### config.mk
export PLATFORM = sky130hd
export DESIGN_NAME = sphere_triangle_subdivider_unit
export DESIGN_NICKNAME = d
export VERILOG_FILES = /design/src/rtl/stsd_pkg.sv /design/src/rtl/stsd_front.sv /design/src/rtl/stsd_proj.sv /design/src/rtl/stsd_back.sv /design/src/rtl/sphere_triangle_subdivider_unit.sv
export VERILOG_INCLUDE_DIRS = /design/src /design/src/rtl
export SDC_FILE = /design/constraint.sdc
export NUM_CORES = 2
export LEC_CHECK = 0
export ABC_AREA = 1
export BUFFER_PORTS_ARGS = -buffer_cell sky130_fd_sc_hd__buf_2
export CELL_PAD_IN_SITES_DETAIL_PLACEMENT = 1
export CELL_PAD_IN_SITES_GLOBAL_PLACEMENT = 2
export CORE_MARGIN = 3
export CORE_UTILIZATION = 41
export CTS_BUF_LIST = sky130_fd_sc_hd__clkbuf_2
export DETAILED_ROUTE_END_ITERATION = 16
export GPL_ROUTABILITY_DRIVEN = 1
export PLACE_DENSITY_LB_ADDON = 0.08
export SLEW_MARGIN = 20
export SYNTH_ARGS = -nofsm -noshare
export SYNTH_HDL_FRONTEND = slang
export SYNTH_HIERARCHICAL = 1
export SYNTH_SLANG_ARGS = --single-unit
### constraint.sdc
create_clock -name i_clk -period 15.25 [get_ports i_clk]
set_clock_uncertainty 0.1 [all_clocks]
set_input_delay 2.2875 -clock i_clk [delete_from_list [all_inputs] [get_ports i_clk]]
set_output_delay 2.2875 -clock i_clk [all_outputs]
set_load 0.03 [all_outputs]
### src/rtl/sphere_triangle_subdivider_unit_assert.svh
// ----------------------------------------------------------------------------
// Sphere triangle subdivider: assertion macros
// Concurrent assertion helpers clocked on i_clk and disabled while in reset.
// ----------------------------------------------------------------------------
`ifndef SPHERE_TRIANGLE_SUBDIVIDER_UNIT_ASSERT_SVH
`define SPHERE_TRIANGLE_SUBDIVIDER_UNIT_ASSERT_SVH

// Same-cycle implication.
`define STSD_ASSERT_NOW(lbl, ante, cons, msg) \
    lbl: assert property (@(posedge i_clk) disable iff (!i_rst_n) (ante) |-> (cons)) \
        else $error(msg);

// Next-cycle implication.
`define STSD_ASSERT_NEXT(lbl, ante, cons, msg) \
    lbl: assert property (@(posedge i_clk) disable iff (!i_rst_n) (ante) |=> (cons)) \
        else $error(msg);

`endif

### src/rtl/stsd_pkg.sv
// ----------------------------------------------------------------------------
// Sphere triangle subdivider package
// Shared state types, vector identifiers and the emission order table.
// ----------------------------------------------------------------------------
`default_nettype none

package stsd_pkg;

    localparam int NUM_RESULTS = 12;
    localparam int NUM_VECS    = 6;

    // The six distinct vectors of one subdivided triangle.
    typedef enum logic [2:0] {
        VID_V1,
        VID_V2,
        VID_V3,
        VID_M12,
        VID_M23,
        VID_M31
    } t_vec_id;

    typedef enum logic [2:0] {
        PR_IDLE,
        PR_SQUARE,
        PR_SQRT,
        PR_PREP,
        PR_DIV,
        PR_DONE
    } t_proj_state;

    typedef enum logic [1:0] {
        BK_IDLE,
        BK_START,
        BK_WAIT,
        BK_HAND
    } t_back_state;

    // Emission order: (m31,v1,m12), (m12,v2,m23), (m23,v3,m31), (m12,m23,m31).
    function automatic t_vec_id seq_vec(input logic [3:0] idx);
        t_vec_id vid;
        unique case (idx)
            4'd0:    vid = VID_M31;
            4'd1:    vid = VID_V1;
            4'd2:    vid = VID_M12;
            4'd3:    vid = VID_M12;
            4'd4:    vid = VID_V2;
            4'd5:    vid = VID_M23;
            4'd6:    vid = VID_M23;
            4'd7:    vid = VID_V3;
            4'd8:    vid = VID_M31;
            4'd9:    vid = VID_M12;
            4'd10:   vid = VID_M23;
            default: vid = VID_M31;
        endcase
        return vid;
    endfunction

endpackage

`default_nettype wire

### src/rtl/stsd_front.sv
// ----------------------------------------------------------------------------
// Sphere triangle subdivider: front end
// Accepts triangles and holds them in a two-entry queue for the back end.
// ----------------------------------------------------------------------------
`default_nettype none

module stsd_front #(
    parameter int IN_WIDTH = 24
) (
    input  logic                    i_clk,
    input  logic                    i_rst_n,
    input  logic                    i_push,
    output logic                    o_full,
    input  logic [9*IN_WIDTH-1:0]   i_tri,
    output logic                    o_valid,
    output logic [9*IN_WIDTH-1:0]   o_tri,
    input  logic                    i_take
);
    import stsd_pkg::*;

    logic [9*IN_WIDTH-1:0] r_slot [2];
    logic                  r_wp;
    logic                  r_rp;
    logic [1:0]            r_cnt;
    logic                  w_wr;
    logic                  w_rd;

    assign o_full  = r_cnt[1];
    assign o_valid = (r_cnt != 2'd0);
    assign o_tri   = r_slot[r_rp];
    assign w_wr    = i_push && !o_full;
    assign w_rd    = i_take && o_valid;

    always_ff @(posedge i_clk) begin
        if (!i_rst_n) begin
            r_wp  <= 1'b0;
            r_rp  <= 1'b0;
            r_cnt <= 2'd0;
        end else begin
            if (w_wr) begin
                r_wp <= !r_wp;
            end
            if (w_rd) begin
                r_rp <= !r_rp;
            end
            r_cnt <= r_cnt + {1'b0, w_wr} - {1'b0, w_rd};
        end
    end

    always_ff @(posedge i_clk) begin
        if (w_wr) begin
            r_slot[r_wp] <= i_tri;
        end
    end

endmodule

`default_nettype wire

### src/rtl/stsd_proj.sv
// ----------------------------------------------------------------------------
// Sphere triangle subdivider: projection unit
// Normalises one vector: sum of squares, bit-serial square root, then three
// restoring dividers in parallel giving the rounded unit components.
// ----------------------------------------------------------------------------
`default_nettype none

module stsd_proj #(
    parameter int MW = 25,
    parameter int F  = 14
) (
    input  logic                i_clk,
    input  logic                i_rst_n,
    input  logic                i_start,
    input  logic signed [MW:0]  i_x,
    input  logic signed [MW:0]  i_y,
    input  logic signed [MW:0]  i_z,
    output logic                o_done,
    output logic signed [F+1:0] o_ux,
    output logic signed [F+1:0] o_uy,
    output logic signed [F+1:0] o_uz,
    output logic                o_zero
);
    import stsd_pkg::*;

    localparam int SW = 2*MW + 2;
    localparam int RW = MW + 1;
    localparam int DW = MW + F + 3;
    localparam int CW = $clog2(SW + 1);

    t_proj_state      r_state;
    t_proj_state      n_state;
    logic [MW-1:0]    r_mag [3];
    logic [2:0]       r_neg;
    logic [2*MW-1:0]  r_prod;
    logic [SW-1:0]    r_sum;
    logic [SW-1:0]    r_v;
    logic [SW-1:0]    r_r;
    logic [SW-1:0]    r_bit;
    logic [CW-1:0]    r_cnt;
    logic [DW-1:0]    r_rem [3];
    logic [DW-1:0]    r_den;
    logic [F:0]       r_q [3];
    logic             r_zero;

    logic [MW:0]      w_ax;
    logic [MW:0]      w_ay;
    logic [MW:0]      w_az;
    logic [MW-1:0]    w_sq_in;
    logic [SW-1:0]    w_trial;
    logic [RW-1:0]    w_root;
    logic [F+1:0]     w_pos [3];
    logic [F+1:0]     w_out [3];

    // Input magnitudes never exceed half the signed range, so MW bits hold them.
    assign w_ax = i_x[MW] ? (~i_x + 1'b1) : i_x;
    assign w_ay = i_y[MW] ? (~i_y + 1'b1) : i_y;
    assign w_az = i_z[MW] ? (~i_z + 1'b1) : i_z;

    assign w_sq_in = (r_cnt == CW'(0)) ? r_mag[0] :
                     (r_cnt == CW'(1)) ? r_mag[1] : r_mag[2];
    assign w_trial = r_r + r_bit;
    assign w_root  = r_r[RW-1:0];

    always_comb begin
        for (int k = 0; k < 3; k++) begin
            w_pos[k] = (r_q[k] > (F+1)'(1 << F)) ? (F+2)'(1 << F) : {1'b0, r_q[k]};
            w_out[k] = r_neg[k] ? (~w_pos[k] + 1'b1) : w_pos[k];
        end
    end

    assign o_ux   = w_out[0];
    assign o_uy   = w_out[1];
    assign o_uz   = w_out[2];
    assign o_zero = r_zero;

    always_ff @(posedge i_clk) begin
        if (!i_rst_n) begin
            r_state <= PR_IDLE;
        end else begin
            r_state <= n_state;
        end
    end

    always_comb begin
        n_state = r_state;
        o_done  = 1'b0;
        unique case (r_state)
            PR_IDLE: begin
                if (i_start) begin
                    n_state = PR_SQUARE;
                end
            end
            PR_SQUARE: begin
                if (r_cnt == CW'(3)) begin
                    n_state = PR_SQRT;
                end
            end
            PR_SQRT: begin
                if (r_cnt == CW'(SW/2 - 1)) begin
                    n_state = PR_PREP;
                end
            end
            PR_PREP: begin
                n_state = (w_root == '0) ? PR_DONE : PR_DIV;
            end
            PR_DIV: begin
                if (r_cnt == CW'(F)) begin
                    n_state = PR_DONE;
                end
            end
            PR_DONE: begin
                o_done  = 1'b1;
                n_state = PR_IDLE;
            end
            default: n_state = PR_IDLE;
        endcase
    end

    always_ff @(posedge i_clk) begin
        case (r_state)
            PR_IDLE: begin
                if (i_start) begin
                    r_mag[0] <= w_ax[MW-1:0];
                    r_mag[1] <= w_ay[MW-1:0];
                    r_mag[2] <= w_az[MW-1:0];
                    r_neg    <= {i_z[MW], i_y[MW], i_x[MW]};
                    r_cnt    <= '0;
                    r_sum    <= '0;
                end
            end
            PR_SQUARE: begin
                r_prod <= w_sq_in * w_sq_in;
                if (r_cnt != CW'(0)) begin
                    r_sum <= r_sum + SW'(r_prod);
                end
                r_cnt <= r_cnt + 1'b1;
                if (r_cnt == CW'(3)) begin
                    r_v   <= r_sum + SW'(r_prod);
                    r_r   <= '0;
                    r_bit <= SW'(1) << (SW - 2);
                    r_cnt <= '0;
                end
            end
            PR_SQRT: begin
                if (r_v >= w_trial) begin
                    r_v <= r_v - w_trial;
                    r_r <= (r_r >> 1) + r_bit;
                end else begin
                    r_r <= r_r >> 1;
                end
                r_bit <= r_bit >> 2;
                r_cnt <= r_cnt + 1'b1;
            end
            PR_PREP: begin
                r_zero <= (w_root == '0);
                for (int k = 0; k < 3; k++) begin
                    r_rem[k] <= (DW'(r_mag[k]) << (F + 1)) + DW'(w_root);
                    r_q[k]   <= '0;
                end
                r_den <= DW'(w_root) << (F + 1);
                r_cnt <= '0;
            end
            PR_DIV: begin
                for (int k = 0; k < 3; k++) begin
                    if (r_rem[k] >= r_den) begin
                        r_rem[k] <= r_rem[k] - r_den;
                        r_q[k]   <= {r_q[k][F-1:0], 1'b1};
                    end else begin
                        r_q[k]   <= {r_q[k][F-1:0], 1'b0};
                    end
                end
                r_den <= r_den >> 1;
                r_cnt <= r_cnt + 1'b1;
            end
            default: begin
            end
        endcase
    end

endmodule

`default_nettype wire

### src/rtl/stsd_back.sv
// ----------------------------------------------------------------------------
// Sphere triangle subdivider: back end
// Runs the projection unit over the three vertices and three midpoints, then
// hands the six vectors to an output bank that emits the twelve results.
// ----------------------------------------------------------------------------
`default_nettype none

module stsd_back #(
    parameter int IN_WIDTH = 24,
    parameter int MW       = 25,
    parameter int F        = 14
) (
    input  logic                  i_clk,
    input  logic                  i_rst_n,
    input  logic                  i_valid,
    input  logic [9*IN_WIDTH-1:0] i_tri,
    output logic                  o_take,
    input  logic                  i_pop,
    output logic                  o_empty,
    output logic signed [F+1:0]   o_unit_x,
    output logic signed [F+1:0]   o_unit_y,
    output logic signed [F+1:0]   o_unit_z,
    output logic                  o_degenerate,
    output logic                  o_last_vertex
);
    import stsd_pkg::*;

    localparam int U = F + 2;

    t_back_state         r_state;
    t_back_state         n_state;
    t_vec_id             r_vid;
    logic [U-1:0]        r_rx [NUM_VECS];
    logic [U-1:0]        r_ry [NUM_VECS];
    logic [U-1:0]        r_rz [NUM_VECS];
    logic                r_rd [NUM_VECS];
    logic [U-1:0]        r_ox [NUM_VECS];
    logic [U-1:0]        r_oy [NUM_VECS];
    logic [U-1:0]        r_oz [NUM_VECS];
    logic                r_od [NUM_VECS];
    logic                r_out_valid;
    logic [3:0]          r_oidx;

    logic                w_start;
    logic signed [MW:0]  w_x;
    logic signed [MW:0]  w_y;
    logic signed [MW:0]  w_z;
    logic                w_done;
    logic signed [U-1:0] w_ux;
    logic signed [U-1:0] w_uy;
    logic signed [U-1:0] w_uz;
    logic                w_zero;
    t_vec_id             w_sel;

    function automatic logic signed [MW:0] ext_in(input logic [IN_WIDTH-1:0] v);
        return {{(MW + 1 - IN_WIDTH){v[IN_WIDTH-1]}}, v};
    endfunction

    function automatic logic signed [MW:0] mid(input logic [U-1:0] p, input logic [U-1:0] q);
        return {{(MW + 1 - U){p[U-1]}}, p} + {{(MW + 1 - U){q[U-1]}}, q};
    endfunction

    always_comb begin
        w_x = '0;
        w_y = '0;
        w_z = '0;
        unique case (r_vid)
            VID_V1: begin
                w_x = ext_in(i_tri[0*IN_WIDTH +: IN_WIDTH]);
                w_y = ext_in(i_tri[1*IN_WIDTH +: IN_WIDTH]);
                w_z = ext_in(i_tri[2*IN_WIDTH +: IN_WIDTH]);
            end
            VID_V2: begin
                w_x = ext_in(i_tri[3*IN_WIDTH +: IN_WIDTH]);
                w_y = ext_in(i_tri[4*IN_WIDTH +: IN_WIDTH]);
                w_z = ext_in(i_tri[5*IN_WIDTH +: IN_WIDTH]);
            end
            VID_V3: begin
                w_x = ext_in(i_tri[6*IN_WIDTH +: IN_WIDTH]);
                w_y = ext_in(i_tri[7*IN_WIDTH +: IN_WIDTH]);
                w_z = ext_in(i_tri[8*IN_WIDTH +: IN_WIDTH]);
            end
            VID_M12: begin
                w_x = mid(r_rx[0], r_rx[1]);
                w_y = mid(r_ry[0], r_ry[1]);
                w_z = mid(r_rz[0], r_rz[1]);
            end
            VID_M23: begin
                w_x = mid(r_rx[1], r_rx[2]);
                w_y = mid(r_ry[1], r_ry[2]);
                w_z = mid(r_rz[1], r_rz[2]);
            end
            VID_M31: begin
                w_x = mid(r_rx[2], r_rx[0]);
                w_y = mid(r_ry[2], r_ry[0]);
                w_z = mid(r_rz[2], r_rz[0]);
            end
            default: begin
            end
        endcase
    end

    stsd_proj #(
        .MW (MW),
        .F  (F)
    ) u_proj (
        .i_clk   (i_clk),
        .i_rst_n (i_rst_n),
        .i_start (w_start),
        .i_x     (w_x),
        .i_y     (w_y),
        .i_z     (w_z),
        .o_done  (w_done),
        .o_ux    (w_ux),
        .o_uy    (w_uy),
        .o_uz    (w_uz),
        .o_zero  (w_zero)
    );

    always_ff @(posedge i_clk) begin
        if (!i_rst_n) begin
            r_state <= BK_IDLE;
        end else begin
            r_state <= n_state;
        end
    end

    always_comb begin
        n_state = r_state;
        w_start = 1'b0;
        o_take  = 1'b0;
        unique case (r_state)
            BK_IDLE: begin
                if (i_valid) begin
                    n_state = BK_START;
                end
            end
            BK_START: begin
                w_start = 1'b1;
                n_state = BK_WAIT;
            end
            BK_WAIT: begin
                if (w_done) begin
                    n_state = (r_vid == VID_M31) ? BK_HAND : BK_START;
                end
            end
            BK_HAND: begin
                if (!r_out_valid) begin
                    o_take  = 1'b1;
                    n_state = BK_IDLE;
                end
            end
            default: n_state = BK_IDLE;
        endcase
    end

    always_ff @(posedge i_clk) begin
        if (r_state == BK_IDLE) begin
            r_vid <= VID_V1;
        end
        if ((r_state == BK_WAIT) && w_done) begin
            r_rx[r_vid] <= w_ux;
            r_ry[r_vid] <= w_uy;
            r_rz[r_vid] <= w_uz;
            r_rd[r_vid] <= w_zero;
            r_vid       <= t_vec_id'(r_vid + 3'd1);
        end
        if (o_take) begin
            r_ox <= r_rx;
            r_oy <= r_ry;
            r_oz <= r_rz;
            r_od <= r_rd;
        end
    end

    always_ff @(posedge i_clk) begin
        if (!i_rst_n) begin
            r_out_valid <= 1'b0;
            r_oidx      <= '0;
        end else begin
            if (o_take) begin
                r_out_valid <= 1'b1;
                r_oidx      <= '0;
            end else if (i_pop && r_out_valid) begin
                if (o_last_vertex) begin
                    r_out_valid <= 1'b0;
                end else begin
                    r_oidx <= r_oidx + 1'b1;
                end
            end
        end
    end

    assign w_sel         = seq_vec(r_oidx);
    assign o_empty       = !r_out_valid;
    assign o_unit_x      = r_ox[w_sel];
    assign o_unit_y      = r_oy[w_sel];
    assign o_unit_z      = r_oz[w_sel];
    assign o_degenerate  = r_od[w_sel];
    assign o_last_vertex = (r_oidx == 4'(NUM_RESULTS - 1));

endmodule

`default_nettype wire

### src/rtl/sphere_triangle_subdivider_unit.sv
// ----------------------------------------------------------------------------
// Sphere triangle subdivider unit
// One step of midpoint subdivision of a triangle onto the unit sphere.
// ----------------------------------------------------------------------------
// A triangle of three signed Q8.16 vertices is requested with push while full
// is low. Each request produces twelve unit vectors in signed Q1.14, read out
// oldest first: a result is on the o_unit_* ports while empty is low and is
// taken with pop. The order is (m31,v1,m12), (m12,v2,m23), (m23,v3,m31),
// (m12,m23,m31); o_last_vertex marks the twelfth. A zero-length vector comes
// out as zero with o_degenerate set.
// A two-entry input queue feeds the back end, which runs one shared
// projection unit six times per triangle. Each projection forms the sum of
// squares, then runs the bit-serial square root and the one-bit-per-cycle
// dividers on MW-bit magnitudes, MW being the larger of IN_WIDTH and
// OUT_FRAC_BITS + 2; a zero-length vector skips the dividers. Once the bank
// is loaded, its results follow one per cycle while pop is held high.
// The twelve results sit in their own output bank, so the next triangle is
// worked on while the receiver stalls. A request stays in the queue until its
// results are handed to the bank, so full rises once two requests are queued.
// Reset empties the queue and the output bank.
// ----------------------------------------------------------------------------
`default_nettype none

`include "sphere_triangle_subdivider_unit_assert.svh"

module sphere_triangle_subdivider_unit #(
    parameter int IN_WIDTH      = 24,
    parameter int OUT_FRAC_BITS = 14
) (
    input  logic                          i_clk,
    input  logic                          i_rst_n,
    input  logic                          push,
    output logic                          full,
    input  logic signed [IN_WIDTH-1:0]    i_a_x,
    input  logic signed [IN_WIDTH-1:0]    i_a_y,
    input  logic signed [IN_WIDTH-1:0]    i_a_z,
    input  logic signed [IN_WIDTH-1:0]    i_b_x,
    input  logic signed [IN_WIDTH-1:0]    i_b_y,
    input  logic signed [IN_WIDTH-1:0]    i_b_z,
    input  logic signed [IN_WIDTH-1:0]    i_c_x,
    input  logic signed [IN_WIDTH-1:0]    i_c_y,
    input  logic signed [IN_WIDTH-1:0]    i_c_z,
    output logic                          empty,
    input  logic                          pop,
    output logic signed [OUT_FRAC_BITS+1:0] o_unit_x,
    output logic signed [OUT_FRAC_BITS+1:0] o_unit_y,
    output logic signed [OUT_FRAC_BITS+1:0] o_unit_z,
    output logic                          o_degenerate,
    output logic                          o_last_vertex
);
    import stsd_pkg::*;

    // Magnitude width inside the projection unit: it must hold both an input
    // component and the sum of two unit components.
    localparam int MW = (IN_WIDTH > OUT_FRAC_BITS + 2) ? IN_WIDTH : OUT_FRAC_BITS + 2;

    logic [9*IN_WIDTH-1:0] w_tri_in;
    logic [9*IN_WIDTH-1:0] w_tri_q;
    logic                  w_q_valid;
    logic                  w_q_take;

    assign w_tri_in = {i_c_z, i_c_y, i_c_x, i_b_z, i_b_y, i_b_x, i_a_z, i_a_y, i_a_x};

    // The front end only buffers requests; all arithmetic is in the back end.
    stsd_front #(
        .IN_WIDTH (IN_WIDTH)
    ) u_front (
        .i_clk   (i_clk),
        .i_rst_n (i_rst_n),
        .i_push  (push),
        .o_full  (full),
        .i_tri   (w_tri_in),
        .o_valid (w_q_valid),
        .o_tri   (w_tri_q),
        .i_take  (w_q_take)
    );

    stsd_back #(
        .IN_WIDTH (IN_WIDTH),
        .MW       (MW),
        .F        (OUT_FRAC_BITS)
    ) u_back (
        .i_clk         (i_clk),
        .i_rst_n       (i_rst_n),
        .i_valid       (w_q_valid),
        .i_tri         (w_tri_q),
        .o_take        (w_q_take),
        .i_pop         (pop),
        .o_empty       (empty),
        .o_unit_x      (o_unit_x),
        .o_unit_y      (o_unit_y),
        .o_unit_z      (o_unit_z),
        .o_degenerate  (o_degenerate),
        .o_last_vertex (o_last_vertex)
    );

    // Twelve results leave in one burst: only the twelfth may drain the bank.
    `STSD_ASSERT_NEXT(a_burst_continues, (!empty && pop && !o_last_vertex), (!empty), "result bank drained before the twelfth result")
    `STSD_ASSERT_NEXT(a_burst_ends, (!empty && pop && o_last_vertex), (empty), "result bank still occupied after the twelfth result")
    // A degenerate vector is always emitted as the zero vector.
    `STSD_ASSERT_NOW(a_degenerate_zero, (!empty && o_degenerate), ((o_unit_x == '0) && (o_unit_y == '0) && (o_unit_z == '0)), "degenerate result with non-zero components")

endmodule

`default_nettype wire

==> summary by stage <==
Final layout
In the final layout, the share of cells above drive strength 1 is 9.68%. At the end of the flow the core is filled with cells to 44.8%. The final-stage net count is 15000. The growth of design area from synthesis to finish is 8.14%. The final instance count without filler cells is 17600.

Global route
Global routing finished with a remaining overflow of 0. Global routing used 32.1% of the available tracks across all layers. The first global-routing pass estimated 667000 um of wire. The largest net degree at the start of global routing is 134.

The number of antenna violations at the first check in global routing is 45. The via count of the first global-routing pass came to 102000.

Floorplanning
The die boundary height is 530 um. The effective utilization at floorplan is 41.4%. The die extent in x is 530 um. The die covers 281000 um2. In this run the standard cell core region covers 272000 um2.

The number of top-level pins is 272. The placement row count is 191.

Timing
The hold violation total from the final report came to 0. Setup repair after global routing left no endpoint under its margin. Hold timing on the final database bottoms out at a slack of 268 ps. The period utilization is 61.7%.

Setup violations remaining at the end of the flow were counted as 0. The worst slew margin relative to its limit is 16.7%. The setup total negative slack is 0 ps.

The worst path needs 9410 ps of the cycle, external delays included. The pin slew with the least headroom to its limit is 1240 ps. For this run, the top clock speed supported by timing is 0.106 GHz. The final max-slew violation count is 0.

Drt
Detailed routing placed a total of 222000 um of wire on met2. The first TritonRoute pass finished after 5 iterations. After detailed routing, the wire length on met1 is 185000 um.

Signal routing reaches up to met5. Wires add up to 458000 um. The routed length per placed instance is 26.0 um. For this run, design rule violations remaining after detail routing come to 0. The count of nets left with antenna violations once routing finished came out at 0. After detailed routing, the number of vias per cell comes to 5.44. Detailed routing inserted a total of 95900 vias.

The first routing iteration left 6125 violations. The wire length on met3 is 23300 um.

Clocking
Gates resized during post-CTS repair numbered 0. The post-CTS setup-driven buffer insertion count is 0. In this run, CTS created clock tree buffers numbering 422.

The maximum root-to-sink buffer count is 4. After clock tree synthesis, the flow added hold-fix buffers numbering 0. The later-pin clock latency in the skew report is 1950 ps. TritonCTS built the clock tree. The clock-pin slew of the registers on the worst-case setup and hold paths is 100 ps. The root buffer cell chosen for the clock tree is sky130_fd_sc_hd__clkbuf_2. CTS built an H-tree with a depth of 5. The number of clock sinks is 1553.

Critical path
The worst setup path is captured at a flip-flop. The cell occurring most often along the worst timing path is sky130_fd_sc_hd__fa_1. Data on the critical path is required at its endpoint by 16580 ps. The worst setup path is of the reg -> reg kind.

The number of buffers and inverters on the critical path is 6. The maximum fanout count along the critical path is 26. STA puts the critical path data arrival time at 10740 ps.

The largest delay contributor family on the critical path is adder cells. For this run, the slowest stage of the critical path takes 670 ps. STA classifies the critical path startpoint as a flip-flop. The slowest stage cell on the critical path is sky130_fd_sc_hd__clkinv_1.

Synthesis
Counting distinct cell types in the post-synthesis netlist gives 62. The number of enable-type register cells in the synthesized netlist is 1534. For this run, the register share of the synthesized area comes to 41.2%. The number of warnings reported in the yosys synthesis log is 6. The largest family of logic cells by synthesized area is simple AND/OR/NAND/NOR gates.

The gate count after technology mapping is 13200. The post-synthesis xor/xnor area fraction is 2.89%. Summing the areas of all compound-gate instances in the mapped netlist gives 8.15% of the synthesized area. The most used flip-flop cell after synthesis is sky130_fd_sc_hd__edfxtp_1. The adder-cell area share of the yosys netlist is 14.8%. Synthesis produced a netlist with a net count of 14500. The average instance in the mapped netlist occupies 8.53 um2.

The netlist area before placement is 113000 um2. Counting flops with an async set or reset pin after synthesis yields a share of 0%. Synthesis inferred 1553 register bits. After Yosys synthesis, and, or, nand and nor cells account for 22.1% of the synthesized area. Measured against the total synthesized area, the mux share comes to 2.62%.

Status
The flow ran to the end, and the final reports show no timing, DRC or antenna violations.

Min path
The class of the tightest hold or removal check is reg -> reg.

Placement
The final weighted congestion of routability-driven global placement is 0.949. In this run the tool buffered the top-level ports with 271 buffer cells. The number of placed instances with taps included is 16900. Detailed placement ended at an HPWL of 366000 um.

Run
Max-cap violations in this run came to 0.
-- cells in the mapped netlist (12+ instances only) --
cell type	count	area, um2
sky130_fd_sc_hd__nand2_1	3390	12700
sky130_fd_sc_hd__inv_1	2041	7660
sky130_fd_sc_hd__edfxtp_1	1534	46100
sky130_fd_sc_hd__nor2_1	1424	5350
sky130_fd_sc_hd__a21oi_1	680	3400
sky130_fd_sc_hd__ha_1	633	7920
sky130_fd_sc_hd__nand3_1	620	3100
sky130_fd_sc_hd__o21ai_0	559	2800
sky130_fd_sc_hd__fa_1	438	8770
sky130_fd_sc_hd__nand4_1	268	1680
sky130_fd_sc_hd__xor2_1	256	2240
sky130_fd_sc_hd__mux2_4	140	2100
sky130_fd_sc_hd__nor3_1	136	681
sky130_fd_sc_hd__buf_2	122	611
sky130_fd_sc_hd__xnor2_1	116	1020
sky130_fd_sc_hd__clkbuf_1	85	319
sky130_fd_sc_hd__mux2_2	76	856
sky130_fd_sc_hd__nand3b_1	58	435
sky130_fd_sc_hd__a22o_1	57	499
sky130_fd_sc_hd__o21ai_1	49	245
sky130_fd_sc_hd__o21bai_1	49	368
sky130_fd_sc_hd__o32ai_1	49	429
sky130_fd_sc_hd__o21a_1	37	278
sky130_fd_sc_hd__buf_6	35	394
sky130_fd_sc_hd__or2_2	35	219
sky130_fd_sc_hd__a21o_1	30	225
sky130_fd_sc_hd__and2_1	25	156
sky130_fd_sc_hd__buf_4	25	188
sky130_fd_sc_hd__nor4_1	25	156
sky130_fd_sc_hd__a31oi_1	23	144
sky130_fd_sc_hd__o211ai_1	20	150
sky130_fd_sc_hd__dfxtp_1	19	380
sky130_fd_sc_hd__inv_2	17	63.8
sky130_fd_sc_hd__o21ai_2	17	149
sky130_fd_sc_hd__a21boi_0	12	90.1
-- path summary, 6_finish.rpt --
| path | start | to | slack [ps] | cells past startpoint |
|---|---|---|---|---|
| worst max-delay path | u_back/u_proj/r_cnt[2] | u_back/u_proj/r_prod[47] | 5840 | 28 |
| worst max register to register | u_back/u_proj/r_cnt[2] | u_back/u_proj/r_prod[47] | 5840 | 28 |
| worst min register to register | u_back/r_rx[12] | u_back/r_ox[12] | 270 | 0 |
| worst min-delay path | u_back/r_rx[12] | u_back/r_ox[12] | 270 | 0 |
-- routing by layer --
layer  vias to the layer above  GRT usage [%]
met1                     47700           38.4
met3                       858           5.46
li1                      44800              -
met5                         -              0
met4                        34           16.8
met2                      2540           55.3
-- worst reg2reg max path, delay by kind of cell (launching register included) --
family | cells | cell delay, ps
buffers and inverters | 6 | 1490
flip-flops | 1 | 480
adder cells (fa/ha/maj) | 8 | 3770
XOR/XNOR | 1 | 170
AND/OR/NAND/NOR | 9 | 1850
AO/OA/AOI/OAI | 4 | 1240
-- through the flow --
stage / worst slack, ps / instance area (um2)
after global placement: 6120 / 118000
after floorplan: 2990 / 113000
after detailed placement: 5950 / 118000
after global routing: 5300 / 122000
after CTS: 5930 / 122000
final: 5840 / 122000
-- logic make-up after synthesis --
kind of cell	Yosys count
xor gates and xnor gates	372
and+or+nand+nor	6028
buffers and inverters	2347
AOI/OAI and AO/OA	1629
muxes	216
DFF	1553
adders and majority gates	1071
-- area by class of cell --
| cell class | count | area (um2) |
|---|---|---|
| Antenna cell | 24 | 60.1 |
| Multi-Input combinational cell | 9316 | 57200 |
| Tap cell | 3570 | 4470 |
| Inverter | 2070 | 7780 |
| Clock inverter | 151 | 885 |
| Fill cell | 32900 | 150000 |
| Timing Repair Buffer | 373 | 2180 |
| Sequential cell | 1553 | 46500 |
| Clock buffer | 588 | 2940 |
-- flip-flops by register name, indices dropped and copies added (netlist names), 25 cells and up, named ones only --
register	cells
u_back/u_proj/r_prod	47
u_back/u_proj/r_mag	72
u_back/u_proj/r_den	40
u_back/u_proj/r_v	50
u_front/r_slot	432
u_back/r_oy	96
u_back/u_proj/r_bit	25
u_back/u_proj/r_sum	50
u_back/r_rz	96
u_back/u_proj/r_r	50
u_back/r_ry	96
u_back/u_proj/r_rem	123
u_back/r_rx	96
u_back/r_ox	96
u_back/r_oz	96
u_back/u_proj/r_q	45
-- layout by cell type (no fill, tap or decap), types with 9 or more instances in the layout --
cell and instances:
sky130_fd_sc_hd__o211ai_1 20, sky130_fd_sc_hd__xnor2_1 116, sky130_fd_sc_hd__a21o_1 30, sky130_fd_sc_hd__a31oi_1 23
sky130_fd_sc_hd__o21ai_2 17, sky130_fd_sc_hd__nand3_1 618, sky130_fd_sc_hd__clkinv_2 21, sky130_fd_sc_hd__nor2_1 1420
sky130_fd_sc_hd__a21oi_1 680, sky130_fd_sc_hd__clkinv_1 112, sky130_fd_sc_hd__nor4_1 23, sky130_fd_sc_hd__o21ai_1 51
sky130_fd_sc_hd__o21a_1 37, sky130_fd_sc_hd__inv_1 2037, sky130_fd_sc_hd__inv_2 19, sky130_fd_sc_hd__nand4_1 268
sky130_fd_sc_hd__fa_1 438, sky130_fd_sc_hd__clkbuf_2 588, sky130_fd_sc_hd__xor2_1 256, sky130_fd_sc_hd__o21bai_1 49
sky130_fd_sc_hd__o32ai_1 49, sky130_fd_sc_hd__inv_6 10, sky130_fd_sc_hd__a22o_1 57, sky130_fd_sc_hd__nor2_4 9
sky130_fd_sc_hd__nand3b_1 58, sky130_fd_sc_hd__a21boi_0 12, sky130_fd_sc_hd__buf_4 96, sky130_fd_sc_hd__or2_2 35
sky130_fd_sc_hd__edfxtp_1 1534, sky130_fd_sc_hd__diode_2 24, sky130_fd_sc_hd__o21ai_0 555, sky130_fd_sc_hd__and2_1 25
sky130_fd_sc_hd__nor3_1 132, sky130_fd_sc_hd__ha_1 632, sky130_fd_sc_hd__dfxtp_1 16, sky130_fd_sc_hd__nand2_1 3382
sky130_fd_sc_hd__mux2_2 76, sky130_fd_sc_hd__mux2_4 140, sky130_fd_sc_hd__buf_2 271
Power is left out: the tool's default activity adds up to more than one toggle a clock period on the data nets, which glitch-free logic cannot reach.
